[config.mk]
export PLATFORM = sky130hd
export DESIGN_NAME = line_rasterizer_unit
export DESIGN_NICKNAME = d
export VERILOG_FILES = /design/src/rtl/lra_pkg.sv /design/src/rtl/line_rasterizer_unit.sv
export SDC_FILE = /design/constraint.sdc
export NUM_CORES = 1
export LEC_CHECK = 0
export BUFFER_PORTS_ARGS = -buffer_cell sky130_fd_sc_hd__buf_2
export CAP_MARGIN = 10
export CORE_ASPECT_RATIO = 1.4
export CORE_MARGIN = 2
export CORE_UTILIZATION = 40
export DETAILED_ROUTE_END_ITERATION = 8
export PLACE_DENSITY_LB_ADDON = 0.2
export SLEW_MARGIN = 20
export SYNTH_ARGS = -nofsm -noshare
export SYNTH_HDL_FRONTEND = slang
export SYNTH_SLANG_ARGS = --single-unit
[constraint.sdc]
create_clock -name clock -period 17.48 [get_ports clock]
set_input_delay 1.748 -clock clock [delete_from_list [all_inputs] [get_ports clock]]
set_output_delay 1.748 -clock clock [all_outputs]
set_load 0.02 [all_outputs]
[src/rtl/lra_pkg.sv]
package lra_pkg;

   // Coordinate width used when the top level is not overridden
   localparam int CoordBits = 12;

   // Request kinds carried on the action field
   typedef enum logic {
      ACTION_LOAD = 1'b0,
      ACTION_STEP = 1'b1
   } action_type;

endpackage

[src/rtl/line_rasterizer_unit.sv]
// Channel  Direction  Handshake              Payload
// req      in         req_valid/req_ready    action, x_start, y_start, x_end, y_end
// rsp      out        rsp_valid/rsp_ready    pixel_x, pixel_y, last_pixel
//
// One request per cycle unless a held result stalls it; a step with a line active
// puts its pixel into the result register at the same edge that takes it.
// The line state and the result register set the pace; the error update is one
// add and one compare/correct per step.
// Reset (synchronous, active high) drops any line in progress and the result.
// A held result blocks new requests only while rsp_ready stays low.
module line_rasterizer_unit #(
   parameter int COORD_BITS = lra_pkg::CoordBits
) (
   input  logic                         clock,
   input  logic                         reset,
   input  logic                         req_valid,
   output logic                         req_ready,
   input  logic                         req_action,
   input  logic signed [COORD_BITS-1:0] req_x_start,
   input  logic signed [COORD_BITS-1:0] req_y_start,
   input  logic signed [COORD_BITS-1:0] req_x_end,
   input  logic signed [COORD_BITS-1:0] req_y_end,
   output logic                         rsp_valid,
   input  logic                         rsp_ready,
   output logic signed [COORD_BITS-1:0] rsp_pixel_x,
   output logic signed [COORD_BITS-1:0] rsp_pixel_y,
   output logic                         rsp_last_pixel
);

   localparam int C  = COORD_BITS;
   localparam int SW = COORD_BITS + 1;
   localparam int EW = COORD_BITS + 3;

   // Line state
   logic                 line_active_ff, line_active_in;
   logic                 x_is_major_ff, x_is_major_in;
   logic signed [C-1:0]  major_pos_ff, major_pos_in;
   logic signed [C-1:0]  major_stop_ff, major_stop_in;
   logic signed [C-1:0]  minor_pos_ff, minor_pos_in;
   logic signed [SW-1:0] major_span_ff, major_span_in;
   logic signed [SW-1:0] minor_span_ff, minor_span_in;
   logic signed [EW-1:0] round_err_ff, round_err_in;

   // Result register
   logic                 rsp_valid_ff, rsp_valid_in;
   logic signed [C-1:0]  pixel_x_ff, pixel_x_in;
   logic signed [C-1:0]  pixel_y_ff, pixel_y_in;
   logic                 last_ff, last_in;

   logic                 accept;
   logic                 is_step;
   logic                 emit;
   logic                 at_last;

   // Load setup
   logic signed [SW-1:0] dx, dy;
   logic [SW-1:0]        adx, ady;
   logic                 load_x_major;
   logic signed [C-1:0]  ma, na, mb, nb;
   logic                 swap;
   logic signed [C-1:0]  start_major, start_minor, stop_major, stop_minor;

   // Step datapath
   logic signed [EW-1:0] span_ext;
   logic signed [EW-1:0] twice_err;
   logic                 round_up;
   logic signed [C-1:0]  minor_out;
   logic signed [EW-1:0] err_sum;

   assign req_ready = !rsp_valid_ff || rsp_ready;
   assign accept    = req_valid && req_ready;
   assign is_step   = lra_pkg::action_type'(req_action) == lra_pkg::ACTION_STEP;
   assign emit      = accept && is_step && line_active_ff;
   assign at_last   = major_pos_ff == major_stop_ff;

   // Pick the major axis and order the endpoints along it
   always_comb begin
      dx = SW'(req_x_end) - SW'(req_x_start);
      dy = SW'(req_y_end) - SW'(req_y_start);
      adx = dx[SW-1] ? $unsigned(-dx) : $unsigned(dx);
      ady = dy[SW-1] ? $unsigned(-dy) : $unsigned(dy);
      load_x_major = adx >= ady;
      if (load_x_major) begin
         ma = req_x_start;
         na = req_y_start;
         mb = req_x_end;
         nb = req_y_end;
      end else begin
         ma = req_y_start;
         na = req_x_start;
         mb = req_y_end;
         nb = req_x_end;
      end
      swap        = mb < ma;
      start_major = swap ? mb : ma;
      start_minor = swap ? nb : na;
      stop_major  = swap ? ma : mb;
      stop_minor  = swap ? na : nb;
   end

   // Round the minor coordinate half away from zero
   always_comb begin
      span_ext  = EW'(major_span_ff);
      twice_err = round_err_ff <<< 1;
      if (major_span_ff == '0) begin
         round_up = 1'b0;
      end else if (!minor_pos_ff[C-1]) begin
         round_up = twice_err >= span_ext;
      end else begin
         round_up = twice_err > span_ext;
      end
      minor_out = round_up ? minor_pos_ff + C'(1) : minor_pos_ff;
      err_sum   = round_err_ff + EW'(minor_span_ff);
   end

   // Next line state
   always_comb begin
      line_active_in = line_active_ff;
      x_is_major_in  = x_is_major_ff;
      major_pos_in   = major_pos_ff;
      major_stop_in  = major_stop_ff;
      minor_pos_in   = minor_pos_ff;
      major_span_in  = major_span_ff;
      minor_span_in  = minor_span_ff;
      round_err_in   = round_err_ff;
      if (accept && !is_step) begin
         line_active_in = 1'b1;
         x_is_major_in  = load_x_major;
         major_pos_in   = start_major;
         major_stop_in  = stop_major;
         minor_pos_in   = start_minor;
         major_span_in  = SW'(stop_major) - SW'(start_major);
         minor_span_in  = SW'(stop_minor) - SW'(start_minor);
         round_err_in   = '0;
      end else if (emit) begin
         if (at_last) begin
            line_active_in = 1'b0;
         end else begin
            major_pos_in = major_pos_ff + C'(1);
            if (err_sum >= span_ext) begin
               round_err_in = err_sum - span_ext;
               minor_pos_in = minor_pos_ff + C'(1);
            end else if (err_sum < 0) begin
               round_err_in = err_sum + span_ext;
               minor_pos_in = minor_pos_ff - C'(1);
            end else begin
               round_err_in = err_sum;
            end
         end
      end
   end

   // Load the result register on a step, drop it once taken
   always_comb begin
      rsp_valid_in = rsp_valid_ff && !rsp_ready;
      pixel_x_in   = pixel_x_ff;
      pixel_y_in   = pixel_y_ff;
      last_in      = last_ff;
      if (emit) begin
         rsp_valid_in = 1'b1;
         pixel_x_in   = x_is_major_ff ? major_pos_ff : minor_out;
         pixel_y_in   = x_is_major_ff ? minor_out : major_pos_ff;
         last_in      = at_last;
      end
   end

   always_ff @(posedge clock) begin
      if (reset) begin
         line_active_ff <= 1'b0;
         rsp_valid_ff   <= 1'b0;
      end else begin
         line_active_ff <= line_active_in;
         rsp_valid_ff   <= rsp_valid_in;
      end
   end

   always_ff @(posedge clock) begin
      x_is_major_ff <= x_is_major_in;
      major_pos_ff  <= major_pos_in;
      major_stop_ff <= major_stop_in;
      minor_pos_ff  <= minor_pos_in;
      major_span_ff <= major_span_in;
      minor_span_ff <= minor_span_in;
      round_err_ff  <= round_err_in;
      pixel_x_ff    <= pixel_x_in;
      pixel_y_ff    <= pixel_y_in;
      last_ff       <= last_in;
   end

   assign rsp_valid      = rsp_valid_ff;
   assign rsp_pixel_x    = pixel_x_ff;
   assign rsp_pixel_y    = pixel_y_ff;
   assign rsp_last_pixel = last_ff;

`ifndef SYNTH
   // A new result appears only after a step on an active line
   assert property (@(posedge clock) disable iff (reset)
      $rose(rsp_valid_ff) |-> $past(emit))
      else $error("result without an active step");

   // The final pixel ends the line
   assert property (@(posedge clock) disable iff (reset)
      (emit && at_last) |=> !line_active_ff)
      else $error("line still active after final pixel");

   // The walk never passes the stop coordinate
   assert property (@(posedge clock) disable iff (reset)
      line_active_ff |-> major_pos_ff <= major_stop_ff)
      else $error("major position beyond stop");

   // The remainder stays within one major span
   assert property (@(posedge clock) disable iff (reset)
      (line_active_ff && major_span_ff != '0) |->
         (round_err_ff >= 0 && round_err_ff < span_ext))
      else $error("rounding error out of range");
`endif

endmodule
# Word-level counts from Yosys, hierarchy flattened
# Cells that the tools add are included.
dict set report classes {
  addsub 12
  mul 0
  div_mod_pow 0
  magnitude_cmp 6
  n_eq_ne 2
  n_shift 0
  muxes 29
  bitwise 1
  reduce_logical 17
}
# cell count
set op_table {}
lappend op_table {{2-to-1 mux 12 bit} 19}
lappend op_table {{subtractor 12 x 12 -> 13 bit} 4}
lappend op_table {{adder 15 x 13 -> 15 bit} 2}
lappend op_table {{>= comparator 15 x 13 -> 1 bit} 2}
lappend op_table {{2-to-1 mux 15 bit} 2}
lappend op_table {{2-to-1 mux 13 bit} 2}
lappend op_table {{negator 13 bit} 2}
lappend op_table {{adder 12 x 2 -> 12 bit (second input constant)} 2}
lappend op_table {{> comparator 15 x 13 -> 1 bit} 1}
lappend op_table {{less-than comparator 15 x 1 -> 1 bit (second input constant)} 1}
lappend op_table {{subtractor 15 x 13 -> 15 bit} 1}
lappend op_table {{>= comparator 13 bit} 1}
lappend op_table {{logical NOT 13 bit} 1}
lappend op_table {{equality test 12 bit} 1}
lappend op_table {{less-than comparator 12 bit} 1}
lappend op_table {{subtractor 12 x 2 -> 12 bit (second input constant)} 1}
lappend op_table {{2-to-1 mux 1 bit} 6}
lappend op_table {{AND reduction 2 bit} 3}
lappend op_table {{logical AND 1 bit} 5}
lappend op_table {{nonzero test 2 bit} 2}
lappend op_table {{logical NOT 1 bit} 3}
lappend op_table {{AND reduction 3 bit} 1}
lappend op_table {{nonzero test 3 bit} 1}
lappend op_table {{!= test 2 x 1 -> 1 bit (second input constant)} 1}
lappend op_table {{2 further kinds} 2}
dict set report totals {
  register_bits 105
  latchBits 0
  ram_bits 0
  romBits 0
  in_bits 53
  output_inout_bits 27
  n_memories 0
}

# Depth between registers and ports, before layout
# Gate-level depths: netlist of run 1.
dict set report logic_depth {
  ltp_word 8
  depth_mapped 56
  ltp_nobuf 47
}

# Worst setup path after synthesis of run 1
# OpenSTA, ideal clock, no wires.
dict set report synth_timing {
  path_kind {input to register}
  start {input port req_y_end[0]}
  end {register minor_span_ff[11], data pin}
  t_arrival_ps 11183
  required_time_ps 17222
  slack_ps 6039
  cell_stages 53
  path_buffers 9
  path_cell_list {inv_1 ha_1 fa_1 nor2b_1 o21ai_0 a21boi_0 o21ai_0 a21boi_0 o21ai_0 a21boi_0 o21a_1 o21ai_0 a31oi_1 clkbuf_1 a31oi_1 xor2_1 ha_1 nand2_1 [17 not listed] buf_2 buf_2 buf_2 nand2_1 a31oi_1 ha_1 nor2b_1 o21ai_0 a21boi_0 o21ai_0 a21boi_0 o21ai_0 a21boi_0 o21ai_0 nand2b_1 a21o_1 a21oi_1 xnor2_1}
}
dict set report synth_via {
  elab_chain_cells 8
  word_cells_on_any_way 12
  classes_between {add/sub (3); order compare (2); mux (7)}
}
# item line_no
set synth_rtl {}
lappend synth_rtl {{start, declared} line_rasterizer_unit.sv:22} ;# input logic signed [COORD_BITS-1:0] req_y_end,
lappend synth_rtl {{subtractor 12 x 12 -> 13 bit} line_rasterizer_unit.sv:79} ;# dy = SW'(req_y_end) - SW'(req_y_start);
lappend synth_rtl {{negator 13 bit} line_rasterizer_unit.sv:81} ;# ady = dy[SW-1] ? $unsigned(-dy) : $unsigned(dy);
lappend synth_rtl {{2-to-1 mux 13 bit} line_rasterizer_unit.sv:81}
lappend synth_rtl {{>= comparator 13 bit} line_rasterizer_unit.sv:82} ;# load_x_major = adx >= ady;
lappend synth_rtl {{2-to-1 mux 12 bit} line_rasterizer_unit.sv:83} ;# if (load_x_major) begin
lappend synth_rtl {{less-than comparator 12 bit} line_rasterizer_unit.sv:94} ;# swap = mb < ma;
lappend synth_rtl {{2-to-1 mux 12 bit, on equally long branches} {line_rasterizer_unit.sv:98, line_rasterizer_unit.sv:96}}
lappend synth_rtl {{subtractor 12 x 12 -> 13 bit (*)} line_rasterizer_unit.sv:133} ;# minor_span_in = SW'(stop_minor) - SW'(start_minor);
lappend synth_rtl {{end signal, assigned} line_rasterizer_unit.sv:183} ;# minor_span_ff <= minor_span_in;
lappend synth_rtl {{end, declared} line_rasterizer_unit.sv:41} ;# logic signed [SW-1:0] minor_span_ff, minor_span_in;
# Mark *: on every way between the ends. The rest lies on a longest branch, timed or not.
# A chain may end at the register's enable or synchronous reset.

# Worst setup path in the final report of run 1
# Ends and elaborated chain as after synthesis.

==> flow_summary.ini, run 1 <==
[setup_path]
critPathRequiredTime_ps = 17580
worstSetupPathType = input pin to flip-flop
path_common_cell = o21ai_0
cp-end-kind = flip-flop
path_delay_family = compound AO/OA/AOI/OAI gates
worst_r2r_endpoint = minor_pos_ff[0]$_DFFE_PP_
cp.arrival_ps = 12750
cpMaxStageDelayCell = a31oi_1
reg2reg_depth = 19
worst-path-buf-inv = 3
worstPathMaxFanout = 80
cp-start-kind = input pin
cp_slowest_stage_delay_ps = 780
crit-reg2reg-launch = minor_span_ff[0]$_DFFE_PP_
r2r_slack_ps = 11060

[die]
die_area_um2 = 30800
pin_count = 80
die_y_um = 207
fp.dieW_um = 149
core_area_um2 = 29100
rows = 74
start_util_pct = 40.4

[sta]
worstMarginPinSlew_ps = 1080
setup_tns_ps = 0
report.final.slew_viol_count = 0
fin_worst_skew_ps = 11.3
hold_ws_ps = 496
finalSetupViolations = 0
layout_min_cycle_time_ps = 12650
finalHoldViolCount = 0
rsz0062_at_grt = false
max_slew_margin_pct = 27.4
fin_crit_sh_pct = 72.4
clock.fmax_mhz = 79.0

[job]
max_cap_viol_count = 0

[placed_design]
portBuffers = 79
place_hpwl_um = 28800
place_area_um2 = 12400
gp_congestion = 0.900

[hold_path]
hold_end = line_active_ff$_SDFFE_PP0P_
hp-start = line_active_ff$_SDFFE_PP0P_
min_path_cells = 2
hold_class = flip-flop to flip-flop

[global_routing]
grt_use_total_pct = 23.0
grt_start_max_net_pins = 81
grt_pass1_vias = 10224
grt_pass1_wl_um = 55300
overflow = 0
antenna_found_initial = 0

[status]
status = complete, no violations

[finish]
drive_above_1_share_pct = 9.77
area_delta_synth_final_pct = 7.96
nets = 1659
seqCellArea_um2 = 2980
diodes = 0
nFillCells = 2987
final_common_cell = nor2_1
multiInputGateArea_um2 = 8090
layout_common_cells = nor2_1, nand2_1, ha_1, inv_1, a21oi_1
design_area_um2 = 12700

[synth]
async_reset_ff_share_pct = 0
syn_inst = 1448
synth_seq_area_share_pct = 25.4
post-synth-top-area-cell = edfxtp_1
synthTopCellsByArea = edfxtp_1, ha_1, a21oi_1
synth_edf_count = 88
netlist_area_um2 = 11700
yosys_warnings = 0
synth-main-ff-cell = edfxtp_1
yosysTopAreaCellShare_pct = 22.5
ys_seq_elements = 105
yosysUniqueCellTypes = 86
avgSynthCellArea_um2 = 8.11
syn-num-nets = 1628

[clocking]
htreeDepth = 3
cts_buffer_depth = 2
clkTransAtPathRegs_ps = 80
clock-sinks = 105
insertion_delay_ps = 350
cts_tree = built
cts_root_buf = clkbuf_16
cts_setup_buffers = 0
numCtsBuffers = 9
ctsResizeCount = 0
hold_buffers = 0

[drt]
drc = 0
drt-total-wl_um = 35400
detail-route-antenna-nets = 0
dr.pass1.iters = 5
via_per_inst = 5.71
drt-initial-drc-count = 757
vias = 10651
routedWlPerCell_um = 19.0
==> through the flow <==
| step | util [%] | cells | setup WS [ps] |
|---|---|---|---|
| final | 43.6 | 1864 | 4830 |
| after global routing | 43.6 | 1864 | 3490 |
| after CTS | 43.6 | 1864 | 4950 |
| after detailed placement | 42.7 | 1848 | 4580 |
| after global placement | 42.7 | 1848 | 4820 |
| after floorplan | - | 1448 | 6040 |
==> registers in the layout, indices dropped and copies added, names as in the netlist <==
register        cells
round_err_ff       15
major_span_ff      13
minor_span_ff      13
major_pos_ff       12
major_stop_ff      12
minor_pos_ff       12
rsp_pixel_x        12
rsp_pixel_y        12
line_active_ff      1
rsp_last_pixel      1
rsp_valid           1
x_is_major_ff       1
==> logic make-up after synthesis <==
group	after synthesis	synth area share [%]
compound gates	387	21.3
xor+xnor	104	7.82
flops	105	25.4
buf+inv	175	5.88
fa+ha+maj	129	14.1
simple gates	487	20.2
mux	61	5.35
==> worst max-delay path by stage <==
stage,from,to,slack [ps],cells after the start
6_report,req_y_end[0],minor_span_ff[11]$_DFFE_PP_,4830,47
5_1_grt,req_y_end[0],minor_span_ff[11]$_DFFE_PP_,3490,47
4_1_cts,req_y_end[0],minor_span_ff[11]$_DFFE_PP_,4950,47
3_5_place_dp,req_y_end[0],minor_span_ff[11]$_DFFE_PP_,4580,47
3_3_place_gp,req_y_end[0],minor_span_ff[11]$_DFFE_PP_,4820,46
2_1_floorplan,req_y_end[0],minor_span_ff[11]$_DFFE_PP_,6040,53
==> cells in the mapped netlist (all sizes together), types with 23 or more instances <==
| master | n |
|---|---|
| a31oi | 27 |
| nand3 | 48 |
| inv | 108 |
| edfxtp | 88 |
| ha | 121 |
| o21ai | 100 |
| xnor2 | 60 |
| and3 | 23 |
| clkbuf | 36 |
| buf | 30 |
| o211ai | 25 |
| nor3 | 40 |
| a21oi | 106 |
| nor2b | 29 |
| nand2 | 127 |
| mux2i | 50 |
| xor2 | 44 |
| nor2 | 132 |
==> worst reg2reg max path: stages, from the launching register on <==
cell and delay (ps):
edfxtp_1 370, ha_1 240, fa_1 420, a21o_1 180, a21oi_1 220, o21bai_1 100, a21oi_1 260, o21ba_2 200
o211ai_1 150, a2111oi_0 360, or3b_1 520, inv_2 350, ha_1 470, nor2b_1 90, nor3b_1 370, a211o_1 220
a31o_2 710, nor2_1 410, o21ai_1 220, buf_4 260
==> layer usage <==
metal  track usage [%]  part of all wire, %  up-vias
met5                 0                    0        -
met3              1.69                  2.8       62
met2              42.8                   51      234
met1              27.8                   42     5063
li1                  -                    -     5292
met4              8.44                  3.5        0
==> cell type report <==
type / count / area share (%)
multi-input cells: 1168 / 63.8
clock buffers: 9 / 1.78
repair buffers: 86 / 3.53
clock inverters: 7 / 0.365
well taps: 380 / 3.75
flip-flops and latches: 105 / 23.5
inverters: 109 / 3.23
Power of run 1 is not shown: default switching activity piles up to over one toggle a cycle in this logic, so the estimate is an artifact.
==> inputs of run 2 (changes only) <==
- clock period: 17.48 -> 10.8 ns (I/O delays scaled with it)
==> flow_summary.ini, run 2 (synthesis gave the netlist of run 1 again) <==
[setup_path]
reg2reg_depth = 19
cp.arrival_ps = 10390
cp-end-kind = flip-flop
path_common_cell = o21ai_0
critPathRequiredTime_ps = 10990
worstSetupPathType = input pin to flip-flop
cpMaxStageDelayCell = fa_1
crit-reg2reg-launch = minor_span_ff[0]$_DFFE_PP_
cp_slowest_stage_delay_ps = 400
worst_r2r_endpoint = minor_pos_ff[5]$_DFFE_PP_
r2r_slack_ps = 4160
worstPathMaxFanout = 21
cp-start-kind = input pin

[die]
die_area_um2 = 30800
pin_count = 80
start_util_pct = 40.4
core_area_um2 = 29100
die_y_um = 207
fp.dieW_um = 149
rows = 74

[sta]
fin_crit_sh_pct = 94.4
max_slew_margin_pct = 34.5
finalHoldViolCount = 0
finalSetupViolations = 0
fin_worst_skew_ps = 14.7
report.final.slew_viol_count = 0
worstMarginPinSlew_ps = 980
layout_min_cycle_time_ps = 10200
clock.fmax_mhz = 98.0

[drt]
drc = 0
dr.pass1.iters = 5
drt-total-wl_um = 35100
routedWlPerCell_um = 18.6
via_per_inst = 5.69
drt-initial-drc-count = 674
vias = 10759
detail-route-antenna-nets = 0

[clocking]
cts_root_buf = clkbuf_16
cts_tree = built
insertion_delay_ps = 370
clock-sinks = 105
clkTransAtPathRegs_ps = 80
cts_buffer_depth = 2
numCtsBuffers = 9
hold_buffers = 0
htreeDepth = 3

[hold_path]
min_path_cells = 2
hold_class = flip-flop to flip-flop
hp-start = line_active_ff$_SDFFE_PP0P_
hold_end = line_active_ff$_SDFFE_PP0P_

[global_routing]
grt_pass1_wl_um = 54800
overflow = 0
globalRouteMet3Util_pct = 2.20
use_met2_pct = 42.0
grt_pass1_vias = 10228
antenna_found_initial = 0
grtUsageMet1_pct = 27.4
grt_busiest_layer = met2
grt_start_max_net_pins = 49
grt_use_total_pct = 22.8

[finish]
final_common_cell = nor2_1
max_flop_register = round_err_ff
nets = 1686
design_area_um2 = 13000
utilization_pct = 44.6
diodes = 0
multiInputGateArea_um2 = 8150
reg_top3 = round_err_ff (15), major_span_ff (13), minor_span_ff (13)
layout_common_cells = nor2_1, nand2_1, ha_1, inv_1, a21oi_1
largest_reg_flops = 15
nFillCells = 2980
seqCellArea_um2 = 2980
drive_above_1_share_pct = 11.8
area_delta_synth_final_pct = 10.5

[job]
max_cap_viol_count = 0

[status]
status = complete, no violations

[placed_design]
portBuffers = 79
place_area_um2 = 12600
place_hpwl_um = 28300
gp_congestion = 0.914
## run 2: timing repair
action                                  in CTS  in global routing
buffers inserted                             0                  3
endpoints found under the setup margin       0                  6
gates resized for setup                      0                 21
## run 2: cell type report
class / instances / area share (%)
Inverter: 109 / 3.15
Clock inverter: 7 / 0.579
Sequential cell: 105 / 23.0
Multi-Input combinational cell: 1168 / 62.8
Tap cell: 380 / 3.66
Clock buffer: 9 / 1.74
Timing Repair Buffer: 113 / 5.10
## run 2: worst max path at each step
| stage | startpoint | endpoint | slack (ps) | cells after the start |
|---|---|---|---|---|
| 6_report | req_y_start[1] | minor_span_ff[12]$_DFFE_PP_ | 600 | 47 |
| 5_1_grt | req_x_end[0] | minor_span_ff[12]$_DFFE_PP_ | -7 | 49 |
| 4_1_cts | req_y_end[0] | minor_span_ff[11]$_DFFE_PP_ | 260 | 45 |
| 3_5_place_dp | req_y_end[0] | minor_span_ff[11]$_DFFE_PP_ | -110 | 45 |
| 3_3_place_gp | req_x_end[0] | minor_span_ff[11]$_DFFE_PP_ | 130 | 44 |
| 2_1_floorplan | req_y_end[0] | minor_span_ff[11]$_DFFE_PP_ | 30 | 53 |
## run 2: routing by layer
layer / up-vias / share of wire, %
met5: - / 0
met4: 0 / 2.8
met3: 54 / 3.5
met2: 265 / 51
met1: 5070 / 43
li1: 5370 / -
## run 2: metrics by stage
stage,setup TNS [ps],hold WS (ps),setup WS [ps],std cells
floorplan,0,461,27.3,1448
global placement,0,472,128,1872
detailed placement,-130,491,-109,1872
CTS,0,500,255,1888
global route,-7.42,531,-7.42,1891
finish,0,496,600,1891
## run 2: critical path, delay by kind of cell
family,cells,cell delay [ps]
xor gates and xnor gates,1,360
muxes,1,310
buffers and inverters,5,710
adders and majority gates,5,1620
and+or+nand+nor,13,2170
AOI/OAI and AO/OA,22,4140
Power of run 2 is left out for the same reason.
==> inputs of run 3 (changes only) <==
- CORE_UTILIZATION: 40 -> 50
==> flow_summary.ini, run 3 (synthesis gave the netlist of run 1 again) <==
[status]
status = complete, no violations

[global_routing]
grt_pass1_wl_um = 52500
overflow = 0
grt_pass1_vias = 10233
antenna_found_initial = 0
grt_start_max_net_pins = 57
grt_use_total_pct = 26.8

[finish]
multiInputGateArea_um2 = 8160
largest_reg_flops = 15
seqCellArea_um2 = 2980
max_flop_register = round_err_ff
design_area_um2 = 13000
drive_above_1_share_pct = 12.3
nets = 1692
area_delta_synth_final_pct = 10.4
reg_top3 = round_err_ff (15), major_span_ff (13), minor_span_ff (13)
diodes = 0
final_common_cell = nor2_1
layout_common_cells = nor2_1, nand2_1, ha_1, inv_1, a21oi_1
nFillCells = 2209

[sta]
report.final.slew_viol_count = 0
hold_ws_ps = 506
fin_worst_skew_ps = 22.8
rsz0062_at_grt = false
setup_tns_ps = 0
worstMarginPinSlew_ps = 1070
layout_min_cycle_time_ps = 10040
final.setup.worst_slack_ps = 762
finalHoldViolCount = 0
fin_crit_sh_pct = 92.9
clock.fmax_mhz = 99.6
max_slew_margin_pct = 28.3
finalSetupViolations = 0

[placed_design]
portBuffers = 79
place_area_um2 = 12500
gp_congestion = 0.955
place_hpwl_um = 27100
pre_cts_ws_ps = 37.7

[drt]
drt-initial-drc-count = 713
detail-route-antenna-nets = 0
drc = 0
vias = 10943
routedWlPerCell_um = 18.6
dr.pass1.iters = 6
drt-total-wl_um = 34000
via_per_inst = 6.00

[setup_path]
cp-end-kind = flip-flop
cp-start-kind = input pin
cp_slowest_stage_delay_ps = 470
path_common_cell = o21ai_0
worstPathMaxFanout = 11
cp-startpoint = req_x_end[0]
worst_r2r_endpoint = minor_pos_ff[4]$_DFFE_PP_
cp.arrival_ps = 10200
cpMaxStageDelayCell = or4_1
r2r_slack_ps = 4290
critPathRequiredTime_ps = 10960
reg2reg_depth = 19
worstSetupPathType = input pin to flip-flop
crit-reg2reg-launch = minor_span_ff[0]$_DFFE_PP_
cp-endpoint = minor_span_ff[12]$_DFFE_PP_

[clocking]
insertion_delay_ps = 370
cts_tree = built
cts_buffer_depth = 2
cts_root_buf = clkbuf_16
clkTransAtPathRegs_ps = 80
hold_buffers = 0
htreeDepth = 3
clock-sinks = 105
numCtsBuffers = 9

[die]
rows = 66
pin_count = 80
fp.dieW_um = 134
die_area_um2 = 24800
core_area_um2 = 23100
die_y_um = 185
start_util_pct = 50.8

[job]
max_cap_viol_count = 0

[hold_path]
hold_class = flip-flop to flip-flop
==> run 3: changes by cell type in the layout (fill, tap and decap cells not counted), moves of 2 or more <==
| cell | before | now |
|---|---|---|
| a2111oi_1 | 0 | 2 |
| o21ai_0 | 88 | 92 |
| a31oi_2 | 1 | 4 |
| buf_6 | 3 | 0 |
| a2111oi_0 | 4 | 2 |
| nand2_2 | 2 | 4 |
| a31oi_1 | 25 | 23 |
| bufinv_16 | 0 | 2 |
| buf_4 | 30 | 36 |
| o21ai_1 | 11 | 7 |
==> run 3: through the flow <==
step	std cells	util, %
5_1_grt	1823	56.1
3_3_place_gp	1800	54.2
4_1_cts	1816	55.6
2_1_floorplan	1448	-
3_5_place_dp	1800	54.2
6_report	1823	56.1
==> run 3: per-layer routing <==
metal	wire, um	track usage, %	vias to the layer above
li1	-	-	5373
met1	13900	31.8	5149
met2	17100	49.2	334
met3	1530	3.01	87
met4	1390	10.9	0
met5	0	0	-
==> run 3: final cells by class <==
type | count | area share, %
Clock buffer | 9 | 1.74
Clock inverter | 7 | 0.849
Inverter | 109 | 3.16
Multi-Input combinational cell | 1170 | 62.9
Sequential cell | 105 | 23.0
Tap cell | 306 | 2.95
Timing Repair Buffer | 117 | 5.40
==> run 3: timing repair <==
item,4_1_cts,5_1_grt
setup buffers,0,5
resized for setup,0,19
setup endpoints to repair,0,6
==> run 3: worst min-delay path by stage <==
stage | start | endpoint | depth (start not counted)
5_1_grt | round_err_ff[2]$_SDFFE_PP0P_ | round_err_ff[2]$_SDFFE_PP0P_ | 2
4_1_cts | round_err_ff[14]$_SDFFE_PP0P_ | round_err_ff[14]$_SDFFE_PP0P_ | 2
3_5_place_dp | round_err_ff[14]$_SDFFE_PP0P_ | round_err_ff[14]$_SDFFE_PP0P_ | 2
3_3_place_gp | line_active_ff$_SDFFE_PP0P_ | line_active_ff$_SDFFE_PP0P_ | 2
2_1_floorplan | line_active_ff$_SDFFE_PP0P_ | line_active_ff$_SDFFE_PP0P_ | 2
6_report | line_active_ff$_SDFFE_PP0P_ | line_active_ff$_SDFFE_PP0P_ | 2
==> run 3: critical path, delay by kind of cell <==
family                   cells  cell delay (ps)
AO/OA/AOI/OAI               24             4050
adder cells (fa/ha/maj)      6             1810
buffers and inverters        3              220
multiplexers                 2              710
AND/OR/NAND/NOR             11             2310
Power of run 3 is left out for the same reason.
